**config.mk**
```make
export PLATFORM = sky130hd
export DESIGN_NAME = hblank_general_dma_engine
export DESIGN_NICKNAME = d
export VERILOG_FILES = /design/src/rtl/core/hdma_pkg.sv /design/src/rtl/core/hblank_general_dma_engine.sv /design/src/rtl/core/hdma_front.sv /design/src/rtl/core/hdma_cmdq.sv /design/src/rtl/core/hdma_back.sv
export SDC_FILE = /design/constraint.sdc
export NUM_CORES = 1
export LEC_CHECK = 0
export BUFFER_PORTS_ARGS = -buffer_cell sky130_fd_sc_hd__buf_2
export CORE_MARGIN = 2
export CORE_UTILIZATION = 62
export CTS_CLUSTER_SIZE = 40
export DETAILED_ROUTE_END_ITERATION = 12
export PLACE_DENSITY_LB_ADDON = 0.2
export SYNTH_ARGS = -nofsm -noshare
export SYNTH_HDL_FRONTEND = slang
export SYNTH_HIERARCHICAL = 1
export SYNTH_SLANG_ARGS = --single-unit
```
**constraint.sdc**
```tcl
create_clock -name clk -period 8 [get_ports clk]
set_input_delay 0.4 -clock clk [delete_from_list [all_inputs] [get_ports clk]]
set_output_delay 0.4 -clock clk [all_outputs]
set_load 0.1 [all_outputs]
```
**src/rtl/core/hdma_pkg.sv**
```systemverilog
// Shared types and constants for the video-memory DMA engine.
package hdma_pkg;

  // Request codes carried by req_type.
  typedef enum logic [1:0] {
    REQ_CTRL  = 2'd0,
    REQ_TICK  = 2'd1,
    REQ_BLANK = 2'd2,
    REQ_NONE  = 2'd3
  } req_t;

  // Command kinds handed from the front to the back.
  typedef enum logic [1:0] {
    CMD_REFUSE = 2'd0,
    CMD_CTRL   = 2'd1,
    CMD_TICK   = 2'd2,
    CMD_BLANK  = 2'd3
  } cmd_kind_t;

  // Event codes reported with each result.
  localparam logic [1:0] EV_NONE      = 2'd0;
  localparam logic [1:0] EV_IGNORED   = 2'd1;
  localparam logic [1:0] EV_BANK_WARN = 2'd2;
  localparam logic [1:0] EV_BANK_SKIP = 2'd3;

  // Processor stall reported after a tick and after a block.
  localparam logic [3:0] STALL_TICK  = 4'd1;
  localparam logic [3:0] STALL_BLOCK = 4'd8;

  // Back-end sequencer states.
  typedef enum logic {
    BK_IDLE,
    BK_RUN
  } back_state_t;

  // One classified item waiting for the back end.
  typedef struct packed {
    cmd_kind_t   kind;
    logic [7:0]  value;
    logic [15:0] src;
    logic [15:0] dst;
    logic        bank;
    logic        hblank;
  } cmd_t;

endpackage

```
**src/rtl/core/hblank_general_dma_engine.sv**
```systemverilog
// Top level of the video-memory DMA engine: front end, command queue, back end.
//
//   Channel   Handshake               Carries
//   cfg       cfg_valid / cfg_ready   color_mode_enable
//   in        in_valid / in_ready     req_type, control_value, src_start,
//                                     dst_start, current_bank, in_hblank
//   out       out_valid / out_ready   copy_valid, src_addr, dst_addr, status_valid,
//                                     status_byte, stall_cycles, event_code, last
//
// The back end dispatches a queued item, then sends one result per copied byte
// through its single output register; a refused, ignored, skipped or stop item
// gives a single result.
// The front end accepts an item each cycle while the two-entry queue has room.
// Reset is synchronous; no clearing pass follows it.
// A stalled output holds the back end; the queue then fills and in_ready drops.
module hblank_general_dma_engine #(
  parameter int BLOCK_BYTES = 16,
  parameter int TICK_BYTES  = 2
) (
  input  logic        clk,
  input  logic        rst,
  input  logic        cfg_valid,
  output logic        cfg_ready,
  input  logic        color_mode_enable,
  input  logic        in_valid,
  output logic        in_ready,
  input  logic [1:0]  req_type,
  input  logic [7:0]  control_value,
  input  logic [15:0] src_start,
  input  logic [15:0] dst_start,
  input  logic        current_bank,
  input  logic        in_hblank,
  output logic        out_valid,
  input  logic        out_ready,
  output logic        copy_valid,
  output logic [15:0] src_addr,
  output logic [15:0] dst_addr,
  output logic        status_valid,
  output logic [7:0]  status_byte,
  output logic [3:0]  stall_cycles,
  output logic [1:0]  event_code,
  output logic        last
);
  import hdma_pkg::*;

  logic q_space;
  logic push;
  cmd_t push_cmd;
  logic head_valid;
  cmd_t head_cmd;
  logic pop;

  // Classification of items and the enable register.
  hdma_front u_front (
    .clk               (clk),
    .rst               (rst),
    .cfg_valid         (cfg_valid),
    .cfg_ready         (cfg_ready),
    .color_mode_enable (color_mode_enable),
    .in_valid          (in_valid),
    .in_ready          (in_ready),
    .req_type          (req_type),
    .control_value     (control_value),
    .src_start         (src_start),
    .dst_start         (dst_start),
    .current_bank      (current_bank),
    .in_hblank         (in_hblank),
    .q_space           (q_space),
    .push              (push),
    .push_cmd          (push_cmd)
  );

  // Decoupling queue.
  hdma_cmdq #(
    .DEPTH (2)
  ) u_cmdq (
    .clk        (clk),
    .rst        (rst),
    .push       (push),
    .push_cmd   (push_cmd),
    .space      (q_space),
    .head_valid (head_valid),
    .head_cmd   (head_cmd),
    .pop        (pop)
  );

  // Transfer execution.
  hdma_back #(
    .BLOCK_BYTES (BLOCK_BYTES),
    .TICK_BYTES  (TICK_BYTES)
  ) u_back (
    .clk          (clk),
    .rst          (rst),
    .head_valid   (head_valid),
    .head_cmd     (head_cmd),
    .pop          (pop),
    .out_valid    (out_valid),
    .out_ready    (out_ready),
    .copy_valid   (copy_valid),
    .src_addr     (src_addr),
    .dst_addr     (dst_addr),
    .status_valid (status_valid),
    .status_byte  (status_byte),
    .stall_cycles (stall_cycles),
    .event_code   (event_code),
    .last         (last)
  );

endmodule

```
**src/rtl/core/hdma_front.sv**
```systemverilog
// Front end: holds the enable register and classifies incoming items.
module hdma_front (
  input  logic               clk,
  input  logic               rst,
  input  logic               cfg_valid,
  output logic               cfg_ready,
  input  logic               color_mode_enable,
  input  logic               in_valid,
  output logic               in_ready,
  input  logic [1:0]         req_type,
  input  logic [7:0]         control_value,
  input  logic [15:0]        src_start,
  input  logic [15:0]        dst_start,
  input  logic               current_bank,
  input  logic               in_hblank,
  input  logic               q_space,
  output logic               push,
  output hdma_pkg::cmd_t     push_cmd
);
  import hdma_pkg::*;

  logic mode_en;
  logic keep;

  // Enable register; writes are taken at any time.
  assign cfg_ready = 1'b1;

  always_ff @(posedge clk) begin
    if (rst) begin
      mode_en <= 1'b0;
    end else if (cfg_valid) begin
      mode_en <= color_mode_enable;
    end
  end

  // Items with no request, and ticks and blanks while disabled, are dropped here.
  assign in_ready = q_space;

  always_comb begin
    unique case (req_type)
      REQ_CTRL:  keep = 1'b1;
      REQ_TICK:  keep = mode_en;
      REQ_BLANK: keep = mode_en;
      default:   keep = 1'b0;
    endcase
  end

  assign push = in_valid && in_ready && keep;

  // Map the request to a command; a control write while disabled is refused.
  always_comb begin
    push_cmd.value  = control_value;
    push_cmd.src    = src_start;
    push_cmd.dst    = dst_start;
    push_cmd.bank   = current_bank;
    push_cmd.hblank = in_hblank;
    if (!mode_en) begin
      push_cmd.kind = CMD_REFUSE;
    end else begin
      unique case (req_type)
        REQ_TICK:  push_cmd.kind = CMD_TICK;
        REQ_BLANK: push_cmd.kind = CMD_BLANK;
        default:   push_cmd.kind = CMD_CTRL;
      endcase
    end
  end

endmodule

```
**src/rtl/core/hdma_cmdq.sv**
```systemverilog
// Short command queue between the front end and the back end.
module hdma_cmdq #(
  parameter int DEPTH = 2
) (
  input  logic            clk,
  input  logic            rst,
  input  logic            push,
  input  hdma_pkg::cmd_t  push_cmd,
  output logic            space,
  output logic            head_valid,
  output hdma_pkg::cmd_t  head_cmd,
  input  logic            pop
);
  import hdma_pkg::*;

  localparam int PTR_W = (DEPTH > 1) ? $clog2(DEPTH) : 1;
  localparam int CNT_W = $clog2(DEPTH + 1);

  cmd_t             entries [DEPTH];
  logic [PTR_W-1:0] wr_ptr;
  logic [PTR_W-1:0] rd_ptr;
  logic [CNT_W-1:0] count;

  assign space      = (count != CNT_W'(DEPTH));
  assign head_valid = (count != '0);
  assign head_cmd   = entries[rd_ptr];

  // Entry storage; payload needs no reset.
  always_ff @(posedge clk) begin
    if (push) begin
      entries[wr_ptr] <= push_cmd;
    end
  end

  // Pointers and fill count.
  always_ff @(posedge clk) begin
    if (rst) begin
      wr_ptr <= '0;
      rd_ptr <= '0;
      count  <= '0;
    end else begin
      if (push) begin
        wr_ptr <= (wr_ptr == PTR_W'(DEPTH - 1)) ? '0 : wr_ptr + 1'b1;
      end
      if (pop) begin
        rd_ptr <= (rd_ptr == PTR_W'(DEPTH - 1)) ? '0 : rd_ptr + 1'b1;
      end
      if (push && !pop) begin
        count <= count + 1'b1;
      end else if (pop && !push) begin
        count <= count - 1'b1;
      end
    end
  end

endmodule

```
**src/rtl/core/hdma_back.sv**
```systemverilog
// Back end: transfer state, byte sequencer and output register.
module hdma_back #(
  parameter int BLOCK_BYTES = 16,
  parameter int TICK_BYTES  = 2
) (
  input  logic            clk,
  input  logic            rst,
  input  logic            head_valid,
  input  hdma_pkg::cmd_t  head_cmd,
  output logic            pop,
  output logic            out_valid,
  input  logic            out_ready,
  output logic            copy_valid,
  output logic [15:0]     src_addr,
  output logic [15:0]     dst_addr,
  output logic            status_valid,
  output logic [7:0]      status_byte,
  output logic [3:0]      stall_cycles,
  output logic [1:0]      event_code,
  output logic            last
);
  import hdma_pkg::*;

  localparam int RUN_MAX = (BLOCK_BYTES > TICK_BYTES) ? BLOCK_BYTES : TICK_BYTES;
  localparam int RUN_W   = $clog2(RUN_MAX + 1);
  localparam int REM_W   = $clog2(BLOCK_BYTES + 1);

  // Transfer state. Bytes left is kept as blocks left, the current one included,
  // plus bytes left in the current block, so the status needs no division.
  back_state_t      state, state_next;
  logic [15:0]      src_ptr, src_ptr_next;
  logic [15:0]      dst_ptr, dst_ptr_next;
  logic [7:0]       blocks, blocks_next;
  logic [REM_W-1:0] rem, rem_next;
  logic             start_bank, start_bank_next;
  logic             active, active_next;
  logic             blank_mode, blank_mode_next;
  logic [RUN_W-1:0] run_left, run_left_next;
  logic [3:0]       run_stall, run_stall_next;
  logic [1:0]       run_ev, run_ev_next;

  // Output register loading.
  logic        out_free;
  logic        load;
  logic        copy_valid_next;
  logic [15:0] src_addr_next;
  logic [15:0] dst_addr_next;
  logic        status_valid_next;
  logic [7:0]  status_byte_next;
  logic [3:0]  stall_cycles_next;
  logic [1:0]  event_code_next;
  logic        last_next;

  // Helpers for one copied byte.
  logic has_bytes;
  logic final_byte;
  logic run_end;

  assign out_free   = !out_valid || out_ready;
  assign has_bytes  = (blocks != '0);
  assign final_byte = (blocks == 8'd1) && (rem == REM_W'(1));
  assign run_end    = (run_left == RUN_W'(1)) || final_byte || !has_bytes;

  // Dispatch of queued commands and byte sequencing.
  always_comb begin
    state_next        = state;
    src_ptr_next      = src_ptr;
    dst_ptr_next      = dst_ptr;
    blocks_next       = blocks;
    rem_next          = rem;
    start_bank_next   = start_bank;
    active_next       = active;
    blank_mode_next   = blank_mode;
    run_left_next     = run_left;
    run_stall_next    = run_stall;
    run_ev_next       = run_ev;
    pop               = 1'b0;
    load              = 1'b0;
    copy_valid_next   = 1'b0;
    src_addr_next     = '0;
    dst_addr_next     = '0;
    status_valid_next = 1'b0;
    status_byte_next  = '0;
    stall_cycles_next = '0;
    event_code_next   = EV_NONE;
    last_next         = 1'b0;

    unique case (state)
      BK_IDLE: begin
        if (head_valid && out_free) begin
          pop = 1'b1;
          unique case (head_cmd.kind)
            CMD_REFUSE: begin
              load            = 1'b1;
              event_code_next = EV_IGNORED;
              last_next       = 1'b1;
            end
            CMD_CTRL: begin
              if (active && head_cmd.value[7]) begin
                load            = 1'b1;
                event_code_next = EV_IGNORED;
                last_next       = 1'b1;
              end else if (active) begin
                // Stop: the written value becomes the status.
                active_next       = 1'b0;
                load              = 1'b1;
                status_valid_next = 1'b1;
                status_byte_next  = head_cmd.value;
                last_next         = 1'b1;
              end else begin
                // Start a new transfer.
                src_ptr_next    = head_cmd.src;
                dst_ptr_next    = head_cmd.dst;
                blocks_next     = {1'b0, head_cmd.value[6:0]} + 8'd1;
                rem_next        = REM_W'(BLOCK_BYTES);
                start_bank_next = head_cmd.bank;
                active_next     = 1'b1;
                blank_mode_next = head_cmd.value[7];
                if (head_cmd.value[7] && head_cmd.hblank) begin
                  state_next     = BK_RUN;
                  run_left_next  = RUN_W'(BLOCK_BYTES);
                  run_stall_next = STALL_BLOCK;
                  run_ev_next    = EV_NONE;
                end
              end
            end
            CMD_TICK: begin
              if (active && !blank_mode) begin
                state_next     = BK_RUN;
                run_left_next  = RUN_W'(TICK_BYTES);
                run_stall_next = STALL_TICK;
                run_ev_next    = (head_cmd.bank != start_bank) ? EV_BANK_WARN : EV_NONE;
              end
            end
            default: begin
              if (active && blank_mode) begin
                if (head_cmd.bank != start_bank) begin
                  load            = 1'b1;
                  event_code_next = EV_BANK_SKIP;
                  last_next       = 1'b1;
                end else begin
                  state_next     = BK_RUN;
                  run_left_next  = RUN_W'(BLOCK_BYTES);
                  run_stall_next = STALL_BLOCK;
                  run_ev_next    = EV_NONE;
                end
              end
            end
          endcase
        end
      end
      default: begin
        // One byte per cycle while the output is free; status and stall ride on the final result.
        if (out_free) begin
          load            = 1'b1;
          copy_valid_next = has_bytes;
          event_code_next = run_ev;
          if (has_bytes) begin
            src_addr_next = src_ptr;
            dst_addr_next = dst_ptr;
            src_ptr_next  = src_ptr + 16'd1;
            dst_ptr_next  = dst_ptr + 16'd1;
            if (rem == REM_W'(1)) begin
              blocks_next = blocks - 8'd1;
              rem_next    = REM_W'(BLOCK_BYTES);
            end else begin
              rem_next = rem - 1'b1;
            end
          end
          run_left_next = run_left - 1'b1;
          if (run_end) begin
            state_next        = BK_IDLE;
            status_valid_next = 1'b1;
            status_byte_next  = blocks_next - 8'd1;
            stall_cycles_next = run_stall;
            last_next         = 1'b1;
            if (blocks_next == '0) begin
              active_next = 1'b0;
            end
          end
        end
      end
    endcase
  end

  // Sequencer and transfer state registers.
  always_ff @(posedge clk) begin
    if (rst) begin
      state      <= BK_IDLE;
      active     <= 1'b0;
      blank_mode <= 1'b0;
      start_bank <= 1'b0;
      blocks     <= '0;
      rem        <= '0;
      src_ptr    <= '0;
      dst_ptr    <= '0;
    end else begin
      state      <= state_next;
      active     <= active_next;
      blank_mode <= blank_mode_next;
      start_bank <= start_bank_next;
      blocks     <= blocks_next;
      rem        <= rem_next;
      src_ptr    <= src_ptr_next;
      dst_ptr    <= dst_ptr_next;
    end
  end

  // Run parameters are payload and need no reset.
  always_ff @(posedge clk) begin
    run_left  <= run_left_next;
    run_stall <= run_stall_next;
    run_ev    <= run_ev_next;
  end

  // Output register valid flag.
  always_ff @(posedge clk) begin
    if (rst) begin
      out_valid <= 1'b0;
    end else if (load) begin
      out_valid <= 1'b1;
    end else if (out_ready) begin
      out_valid <= 1'b0;
    end
  end

  // Output register payload.
  always_ff @(posedge clk) begin
    if (load) begin
      copy_valid   <= copy_valid_next;
      src_addr     <= src_addr_next;
      dst_addr     <= dst_addr_next;
      status_valid <= status_valid_next;
      status_byte  <= status_byte_next;
      stall_cycles <= stall_cycles_next;
      event_code   <= event_code_next;
      last         <= last_next;
    end
  end

endmodule
```
---- Word level (Yosys, flattened, before mapping) ----
Memories as Yosys holds them, arrays and structs flattened. A register that Yosys moved wholly into a read port is not among the register bits.
Index checks and enable logic that the tools add are counted.
storage, ports and cells
  flip-flop bits (word level) ............. 115
  bits in latches ......................... 0
  bits in writable memories ............... 88
  bits in read-only memories .............. 0
  bits of input ports ..................... 50
  output and inout port bits .............. 52
  memories ................................ 1
memories
  name            depth  width  read ports  clocked after Yosys merged registers in  wr ports  RTL line         source
  u_cmdq.entries  2      44     1           1                                        1         hdma_cmdq.sv:19  cmd_t entries [DEPTH];
cells by class
  add/subtract/negate cells ............... 11
  multiply operators ...................... 0
  div/mod/pow operators ................... 0
  magnitude comparators ................... 0
  eq/ne operators ......................... 26
  shift operators ......................... 0
  muxes and demuxes ....................... 120
  bitwise gates (word level) .............. 4
  reduce and logical (&&, ||, !) cells .... 39
operators with widths
  cell                                                 count
  2-to-1 mux 16 bit                                    14
  2-to-1 mux 8 bit                                     17
  2-to-1 mux 5 bit                                     17
  2-to-1 mux 1 bit                                     43
  adder 16 x 1 -> 16 bit, second input constant        2
  2-to-1 mux 2 bit                                     15
  2-to-1 mux 4 bit                                     6
  AND reduction 9 bit                                  2
  subtractor 8 x 1 -> 8 bit, second input constant     2
  one-hot mux 5 bit (3 select lines)                   1
  != test 2 bit, second input constant                 7
  one-hot mux 2 bit (3 select lines)                   2
  one-hot mux 4 bit (3 select lines)                   1
  AND reduction 6 bit                                  2
  equality test 5 x 1 -> 1 bit, second input constant  2
  logical AND 1 bit                                    10
  != test 2 x 1 -> 1 bit, second input constant        5
  AND reduction 5 bit                                  2
  nonzero test 2 bit                                   5
  subtractor 5 x 1 -> 5 bit, second input constant     2
  adder 7 x 1 -> 8 bit, second input constant          1
  equality test 8 x 1 -> 1 bit, second input constant  1
  logical NOT 8 bit                                    1
  nonzero test 8 bit                                   1
  22 further kinds                                     39

---- Depth between registers and ports, before layout ----
Gate-level depths: netlist (run 1).
  depth after elaboration ................. 10
  gate-level depth with buffers ........... 12
  depth with buffers taken out ............ 10

---- By module ----
Netlist (run 1), hierarchy kept.
by module, submodules not included
  module      times used  cells each  area an instance (um^2)  seq. area each (um^2)
  hdma_back   1           621         5651.7                   2652.5
  hdma_cmdq   1           159         3395.8                   2742.6
  hdma_front  1           58          449.2                    20.0

---- Worst setup path before layout (run 1) ----
Ideal clock, no wire load.
  path kind ............................... input -> register
  start point ............................. in req_type[1]
  end point ............................... mem u_cmdq/entries[0][0] (netlist name) (enable)
  setup time .............................. 0.451 ns
  arrival ................................. 3.047 ns
  data required time ...................... 7.549 ns
  setup slack ............................. 4.502 ns
  stages on the path ...................... 5
  buffers on the path ..................... 0
  cells stage by stage .................... inv_1 ha_1 a21oi_2 nor3_2 nor2b_1
between the ends
  longest elaborated chain between the ends .. 6
  elaborated cells on any way between the ends .. 8
  classes of those cells .................. eq/ne: 2; mux: 3; reduce/logical: 3
ends and longest elaborated chain
  element                                                              RTL line                         source
  start: declaration                                                   hblank_general_dma_engine.sv:27  input logic [1:0] req_type,
  equality test 2 x 1 -> 1 bit or equality test 2 bit (tied branches)  hdma_front.sv:40                 unique case (req_type)
  OR reduction 2 bit (no line)                                         -
  one-hot mux 1 bit (2 select lines) *                                 hdma_front.sv:40
  logical AND 1 bit *                                                  hdma_front.sv:48                 assign push = in_valid && in_ready && keep;
  named net push                                                       hblank_general_dma_engine.sv:47  logic push;
  2-to-1 mux 1 bit *                                                   hdma_cmdq.sv:30                  if (push) begin
  2-to-1 mux 1 bit (not written as such) *                             hdma_cmdq.sv:31                  entries[wr_ptr] <= push_cmd;
  end: declaration                                                     hdma_cmdq.sv:19
The timed path passes the listed nets; every way through them passes the cells marked *.

==> results of run 1 <==
==> cell usage in the layout (no fill, tap or decap), types with 3 or more instances in the layout <==
cell,count
a211oi_1,18
a21oi_1,49
a22o_1,3
a22oi_1,6
a31oi_1,6
and2_1,3
and3_1,33
buf_2,98
buf_4,4
bufinv_16,4
clkbuf_16,17
clkinv_2,4
clkinvlp_4,4
conb_1,3
dfxtp_1,54
edfxtp_1,143
ha_1,20
inv_1,21
mux2_1,44
mux2i_1,13
nand2_1,71
nand2b_1,6
nand3_1,24
nand4_1,7
nand4b_1,3
nor2_1,54
nor2b_1,5
nor3_1,26
nor4_2,3
o211ai_1,4
o21ai_0,22
o21ai_1,17
o22ai_1,10
o2bb2ai_1,4
o31ai_1,4
or3_1,8
xnor2_1,13
xor2_1,7
==> final cells by class <==
class,instances,area (µm²),area share
Tap cell,188,235,0.0228
Timing Repair Buffer,102,520,0.0504
Sequential cell,199,5420,0.524
Clock inverter,13,179,0.0173
Multi-Input combinational cell,525,3460,0.334
Inverter,23,86.3,0.00835
Clock buffer,19,443,0.0428
==> through the flow <==
step,power [mW],hold WS [ns],setup slack [ns],std cells,cell area [µm²]
floorplan,2.27,0.445,4.50,839,9500
global placement,2.42,0.456,4.43,1037,9720
detailed placement,2.46,0.480,4.26,1037,9720
CTS,3.34,0.147,4.20,1069,10300
global route,3.48,0.142,3.86,1069,10300
finish,3.34,0.162,4.16,1069,10300
==> worst max-delay path: stages (launching register included) <==
cell,delay (ns)
dfxtp_2,1.08
mux2_1,0.45
inv_1,0.12
ha_1,0.28
and3b_1,0.24
o21ai_1,0.23
a21oi_4,0.20
buf_4,0.58
a21oi_1,0.19
a211oi_1,0.29
==> report_power, final <==
| part | leakage [nW] | internal, mW | switching (mW) | total, mW |
|---|---|---|---|---|
| clock | 0.295 | 0.530 | 0.357 | 0.887 |
| combinational | 1.65 | 0.299 | 0.754 | 1.05 |
| sequential | 1.77 | 1.26 | 0.140 | 1.40 |
==> state kept, by name, summed over array words and instances, names as in the netlist, 2 cells and up, named ones only <==
name / count
u_back/dst_ptr: 16
u_cmdq/count: 2
u_back/stall_cycles: 2
u_back/src_ptr: 16
u_back/blocks: 8
u_cmdq/entries: 88
u_back/event_code: 2
u_back/src_addr: 16
u_back/rem: 5
u_back/dst_addr: 16
u_back/run_stall: 2
u_back/status_byte: 8
u_back/run_left: 5
==> worst paths after layout <==
path	startpoint	endpoint	cells after the start	slack (ns)
max	register	u_back/src_ptr[12]	9	4.16
min reg2reg	u_back/rem[1]	u_back/rem[1]	2	0.48
min	src_start[4]	u_cmdq/entries[1][22]	1	0.16
max reg2reg	register	u_back/src_ptr[12]	9	4.16
==> per-layer routing <==
metal,global-route usage,wire [µm]
met2,0.397,9730
met5,0,0
met3,0.0405,891
met1,0.315,8060
met4,0.0892,365
==> kinds of logic (layout without fill, tap and decap cells) <==
family,count (synthesis),count (layout),share of synthesized area
other,2,3,0.000791
DFF,199,199,0.570
and+or+nand+nor,263,263,0.143
muxes,57,57,0.0659
adders and majority gates,20,20,0.0264
xor gates and xnor gates,20,20,0.0184
buffers and inverters,115,157,0.0686
AOI/OAI and AO/OA,162,162,0.106
==> impl_metrics.py, run 1 <==
metrics = {
    "synth": {
        "synth_edf_count": 143,
        "synth_ff_type": "edfxtp_1",
        "yosysTopAreaCell": "edfxtp_1",
        "synthTopCellsByArea": "edfxtp_1 (45%), dfxtp_1 (12%), mux2_1 (5.2%)",
        "synth_warnings": 6,
        "syn_area_per_cell_um2": 11.3,
        "synth_area_um2": 9500,
        "ys_async_sr_fraction": 0,
        "synth_top_area_share": 0.452,
        "synth.distinct_cells": 66,
        "synth.ff_latch_count": 199,
        "seq_area_frac_synth": 0.570,
        "ys_top_cells_by_count": "edfxtp_1 (143), nand2_1 (72), dfxtp_1 (56)",
        "synthMostInstantiatedCell": "edfxtp_1",
        "synthCells": 838,
    },
    "placed_design": {
        "port_buffers": 98,
        "globalplace.congestion": 0.929,
        "dp_hpwl_um": 12600,
    },
    "grt": {
        "first_global_vias": 5952,
        "grt_pass1_wl_um": 30100,
        "globalRouteTotalUtil": 0.238,
        "grt_max_degree": 80,
        "grt.overflow.total": 0,
        "antenna_found_initial": 0,
    },
    "drt": {
        "drc_errors": 0,
        "vias": 6376,
        "via_per_inst": 5.96,
        "drt_first_pass_iters": 7,
        "wl_um": 19000,
        "wl_per_cell_um": 17.8,
        "initialDrtViolationCount": 545,
        "postRouteAntennaNets": 0,
    },
    "clock_tree": {
        "post-cts-setup-buffer-count": 0,
        "numCtsBuffers": 17,
        "clk_latency_ns": 0.42,
        "holdBufCountCts": 0,
        "cts_resized": 0,
        "cts_root_buffer": "clkbuf_16",
        "cts_tree": "done",
        "clock-sinks": 199,
        "cts_buffer_depth": 2,
        "cts.reportedPaths.clkPinSlew_ns": 0.07,
        "htree_num_levels": 4,
    },
    "run": {
        "cap_violations": 0,
    },
    "layout": {
        "antenna_cells": 0,
        "drive_above_1_share": 0.178,
        "finish.utilization": 0.685,
        "fin_nets": 938,
        "nFillCells": 1132,
        "area_growth_pct": 8.85,
    },
    "floorplanning": {
        "num_rows": 45,
        "dieArea_um2": 16300,
        "ioPinCount": 102,
        "fp.dieW_um": 128,
        "core-area_um2": 15100,
        "die_h_um": 128,
        "initial_core_util": 0.629,
    },
    "timing": {
        "finalHoldViolCount": 0,
        "rsz0062_at_grt": "no",
        "skew_ns": 0.00493,
        "min_period_ns": 3.84,
        "post-route-period-util": 0.480,
        "slew_viol_final": 0,
        "slew_headroom": 0.185,
        "setup_viol": 0,
        "worstMarginPinSlew_ns": 1.22,
        "fmax_mhz": 261,
        "fin_setup_tns_ns": 0,
    },
    "setup_path": {
        "required_ns": 8.31,
        "cp-start-kind": "register",
        "worstSetupEndpointType": "register",
        "crit_type": "register to register",
        "path_max_fanout": 79,
        "cp.arrival_ns": 4.15,
    },
    "power": {
        "p_leak_nw": 3.71,
        "peakVddDrop_mv": 0.183,
        "power.density_nw_per_um2": 323,
    },
    "hold_path": {
        "hp-class": "input port to register",
    },
    "outcome": {
        "status": "complete, no violations",
    },
}
Power figures use the tool's default switching activity.
==> inputs of run 2 (changes only) <==
--- a/config.mk
+++ b/config.mk
@@ -5,9 +5,10 @@
 export SDC_FILE = /design/constraint.sdc
 export NUM_CORES = 1
 export LEC_CHECK = 0
+export ABC_AREA = 1
 export BUFFER_PORTS_ARGS = -buffer_cell sky130_fd_sc_hd__buf_2
 export CORE_MARGIN = 2
-export CORE_UTILIZATION = 62
+export CORE_UTILIZATION = 59
 export CTS_CLUSTER_SIZE = 40
 export DETAILED_ROUTE_END_ITERATION = 12
 export PLACE_DENSITY_LB_ADDON = 0.2
==> constraint.sdc (replaced) <==
create_clock -name clk -period 3.6 [get_ports clk]
set_input_delay 0.18 -clock clk [delete_from_list [all_inputs] [get_ports clk]]
set_output_delay 0.18 -clock clk [all_outputs]
set_load 0.1 [all_outputs]
==> impl_metrics.py, run 2 <==
metrics = {
    "outcome": {
        "status": "complete, no violations",
    },
    "timing": {
        "slew_viol_final": 0,
        "worstMarginPinSlew_ns": 0.954,
        "rsz0062_at_grt": "no",
        "slew_headroom": 0.363,
        "fmax_mhz": 396,
        "setup_viol": 0,
        "post-route-period-util": 0.702,
        "skew_ns": 0.0108,
        "min_period_ns": 2.53,
        "finalHoldViolCount": 0,
        "fin_setup_tns_ns": 0,
    },
    "synth": {
        "yosysTopAreaCell": "edfxtp_1",
        "ys_top_cells_by_count": "nand2_1 (178), edfxtp_1 (143), nor2_1 (118)",
        "synthTopCellsByArea": "edfxtp_1 (44%), dfxtp_1 (11%), nand2_1 (6.8%)",
        "synth_ff_type": "edfxtp_1",
        "ys_async_sr_fraction": 0,
        "seq_area_frac_synth": 0.551,
        "synth_warnings": 6,
        "synth_edf_count": 143,
        "synthAdderAreaFrac": 0.0255,
        "synth.distinct_cells": 45,
        "syn_area_per_cell_um2": 9.91,
        "synth-simple-area-share": 0.161,
        "synth_top_family_by_area": "simple AND/OR/NAND/NOR gates",
        "synthMostInstantiatedCell": "nand2_1",
        "synthMuxAreaShare": 0.0657,
        "synth_top_area_share": 0.437,
        "synth_xor_area_frac": 0.0134,
        "synth.ff_latch_count": 199,
        "synth_area_um2": 9830,
        "synthCells": 991,
        "synth_compound_area_frac": 0.0852,
    },
    "setup_path": {
        "path_max_fanout": 46,
        "cp.arrival_ns": 2.89,
        "cp_cell_sequence": "mux2_4 > inv_1 > ha_1 > inv_1 > o21ai_1 > nand2_2 > a21oi_2 > buf_4 > o21ai_0 > a21oi_1 > nor2_1 > nor2_1",
        "cp_slowest_stage_delay_ns": 0.40,
        "required_ns": 3.96,
        "crit_type": "register to register",
        "worstSetupEndpointType": "register",
        "cp-start-kind": "register",
        "crit_slowest_cell": "buf_4",
    },
    "placed_design": {
        "port_buffers": 98,
        "dp_hpwl_um": 13400,
        "globalplace.congestion": 0.876,
    },
    "drt": {
        "vias": 6973,
        "wl_um": 19900,
        "postRouteAntennaNets": 0,
        "drc_errors": 0,
        "via_per_inst": 5.30,
        "wl_per_cell_um": 15.1,
        "initialDrtViolationCount": 724,
        "drt_first_pass_iters": 5,
    },
    "layout": {
        "top_register": "u_cmdq/entries",
        "largest_reg_flops": 88,
        "area_growth_pct": 13.2,
        "layout_common_cells": "nand2_1 (177), edfxtp_1 (143), nor2_1 (117)",
        "multi_input_area_um2": 3470,
        "fin_nets": 1152,
        "finish.utilization": 0.678,
        "drive_above_1_share": 0.183,
        "ff_latch_area_um2": 5420,
        "antenna_cells": 0,
        "nFillCells": 1270,
        "final_common_cell": "nand2_1",
    },
    "power": {
        "p_leak_nw": 4.35,
        "p_clk_frac": 0.205,
        "peakVddDrop_mv": 0.415,
        "pwr-share-seq": 0.356,
        "p_comb_frac": 0.439,
        "p_switching_mw": 4.11,
        "intPower_mw": 4.99,
        "power.density_nw_per_um2": 818,
        "swShare": 0.452,
    },
    "grt": {
        "first_global_vias": 6359,
        "globalRouteTotalUtil": 0.229,
        "antenna_found_initial": 0,
        "grt_pass1_wl_um": 32000,
        "grt.overflow.total": 0,
        "grt_max_degree": 49,
    },
    "clock_tree": {
        "cts.reportedPaths.clkPinSlew_ns": 0.07,
        "clk_latency_ns": 0.43,
        "cts_root_buffer": "clkbuf_16",
        "numCtsBuffers": 17,
        "htree_num_levels": 4,
        "cts_buffer_depth": 2,
        "cts_resized": 0,
        "cts_tree": "done",
        "post-cts-setup-buffer-count": 0,
        "clock-sinks": 199,
    },
    "floorplanning": {
        "fp.dieW_um": 133,
        "core-area_um2": 16400,
        "die_h_um": 133,
        "ioPinCount": 102,
        "initial_core_util": 0.599,
        "dieArea_um2": 17700,
        "num_rows": 47,
    },
    "run": {
        "cap_violations": 0,
    },
    "hold_path": {
        "hp-class": "input port to register",
        "min_from": "color_mode_enable",
    },
}
run 2: cell types whose count changed after synthesis, moves of 32 or more:
| cell | before | now |
|---|---|---|
| nand2_1 | 72 | 178 |
| and3_1 | 33 | 1 |
| inv_1 | 22 | 103 |
| mux2_1 | 44 | 0 |
| o21ai_0 | 22 | 57 |
| nor2_1 | 54 | 118 |
| mux2_4 | 0 | 40 |
run 2: kinds of logic after synthesis:
| group | after synthesis |
|---|---|
| flops | 199 |
| buf+inv | 182 |
| simple gates | 380 |
| xor+xnor | 15 |
| mux | 44 |
| other cells | 2 |
| compound gates | 149 |
| fa+ha+maj | 20 |
run 2: power by group through the flow:
stage	registers (mW)	logic (mW)	clock network (mW)
floorplan	4.24	2.33	0
global placement	3.27	3.85	0
detailed placement	3.28	3.90	0
CTS	3.23	3.96	1.89
global route	3.28	4.34	2.00
finish	3.24	3.99	1.87
run 2: critical path, delay by kind of cell (launching register included):
kind	cells	cell delay, ns
AO/OA/AOI/OAI	4	0.65
buffers and inverters	3	0.57
flip-flops	1	0.38
multiplexers	1	0.34
AND/OR/NAND/NOR	3	0.32
adder cells (fa/ha/maj)	1	0.19
run 2: final timing paths:
| check | cells after the start | to | slack [ns] |
|---|---|---|---|
| min reg2reg | 2 | u_back/rem[1] | 0.47 |
| min | 5 | u_front/mode_en | 0.03 |
| max | 12 | u_back/dst_ptr[7] | 1.07 |
| max reg2reg | 12 | u_back/dst_ptr[7] | 1.07 |
run 2: metal layers:
layer  vias up  wire (µm)  GRT usage
met5         -          0          0
met4         0        189     0.0484
met3        16       1240     0.0448
met2       251       8500      0.332
met1      3225       9960      0.358
li1       3481          -          -
run 2: timing repair:
item | 4_1_cts | 5_1_grt
endpoints found under the hold margin | 85 | 0
hold buffers | 43 | 0
endpoints found under the setup margin | 0 | 0
run 2: cell type report:
class / instances / share of cell area
Tap cell: 220 / 0.0247
Inverter: 105 / 0.0354
Clock inverter: 15 / 0.0144
Clock buffer: 17 / 0.0382
Timing Repair Buffer: 148 / 0.0886
Sequential cell: 199 / 0.487
Multi-Input combinational cell: 611 / 0.312
run 2: per-stage QoR:
stage	total power [mW]	hold WS, ns	area (µm²)	std cells	setup slack, ns
global route	9.62	0.0724	11100	1315	0.852
detailed placement	7.18	0.371	10100	1240	1.09
floorplan	6.57	0.252	9830	992	0.506
finish	9.10	0.0343	11100	1315	1.07
global placement	7.11	0.368	10100	1240	1.16
CTS	9.08	0.0232	11100	1315	1.09
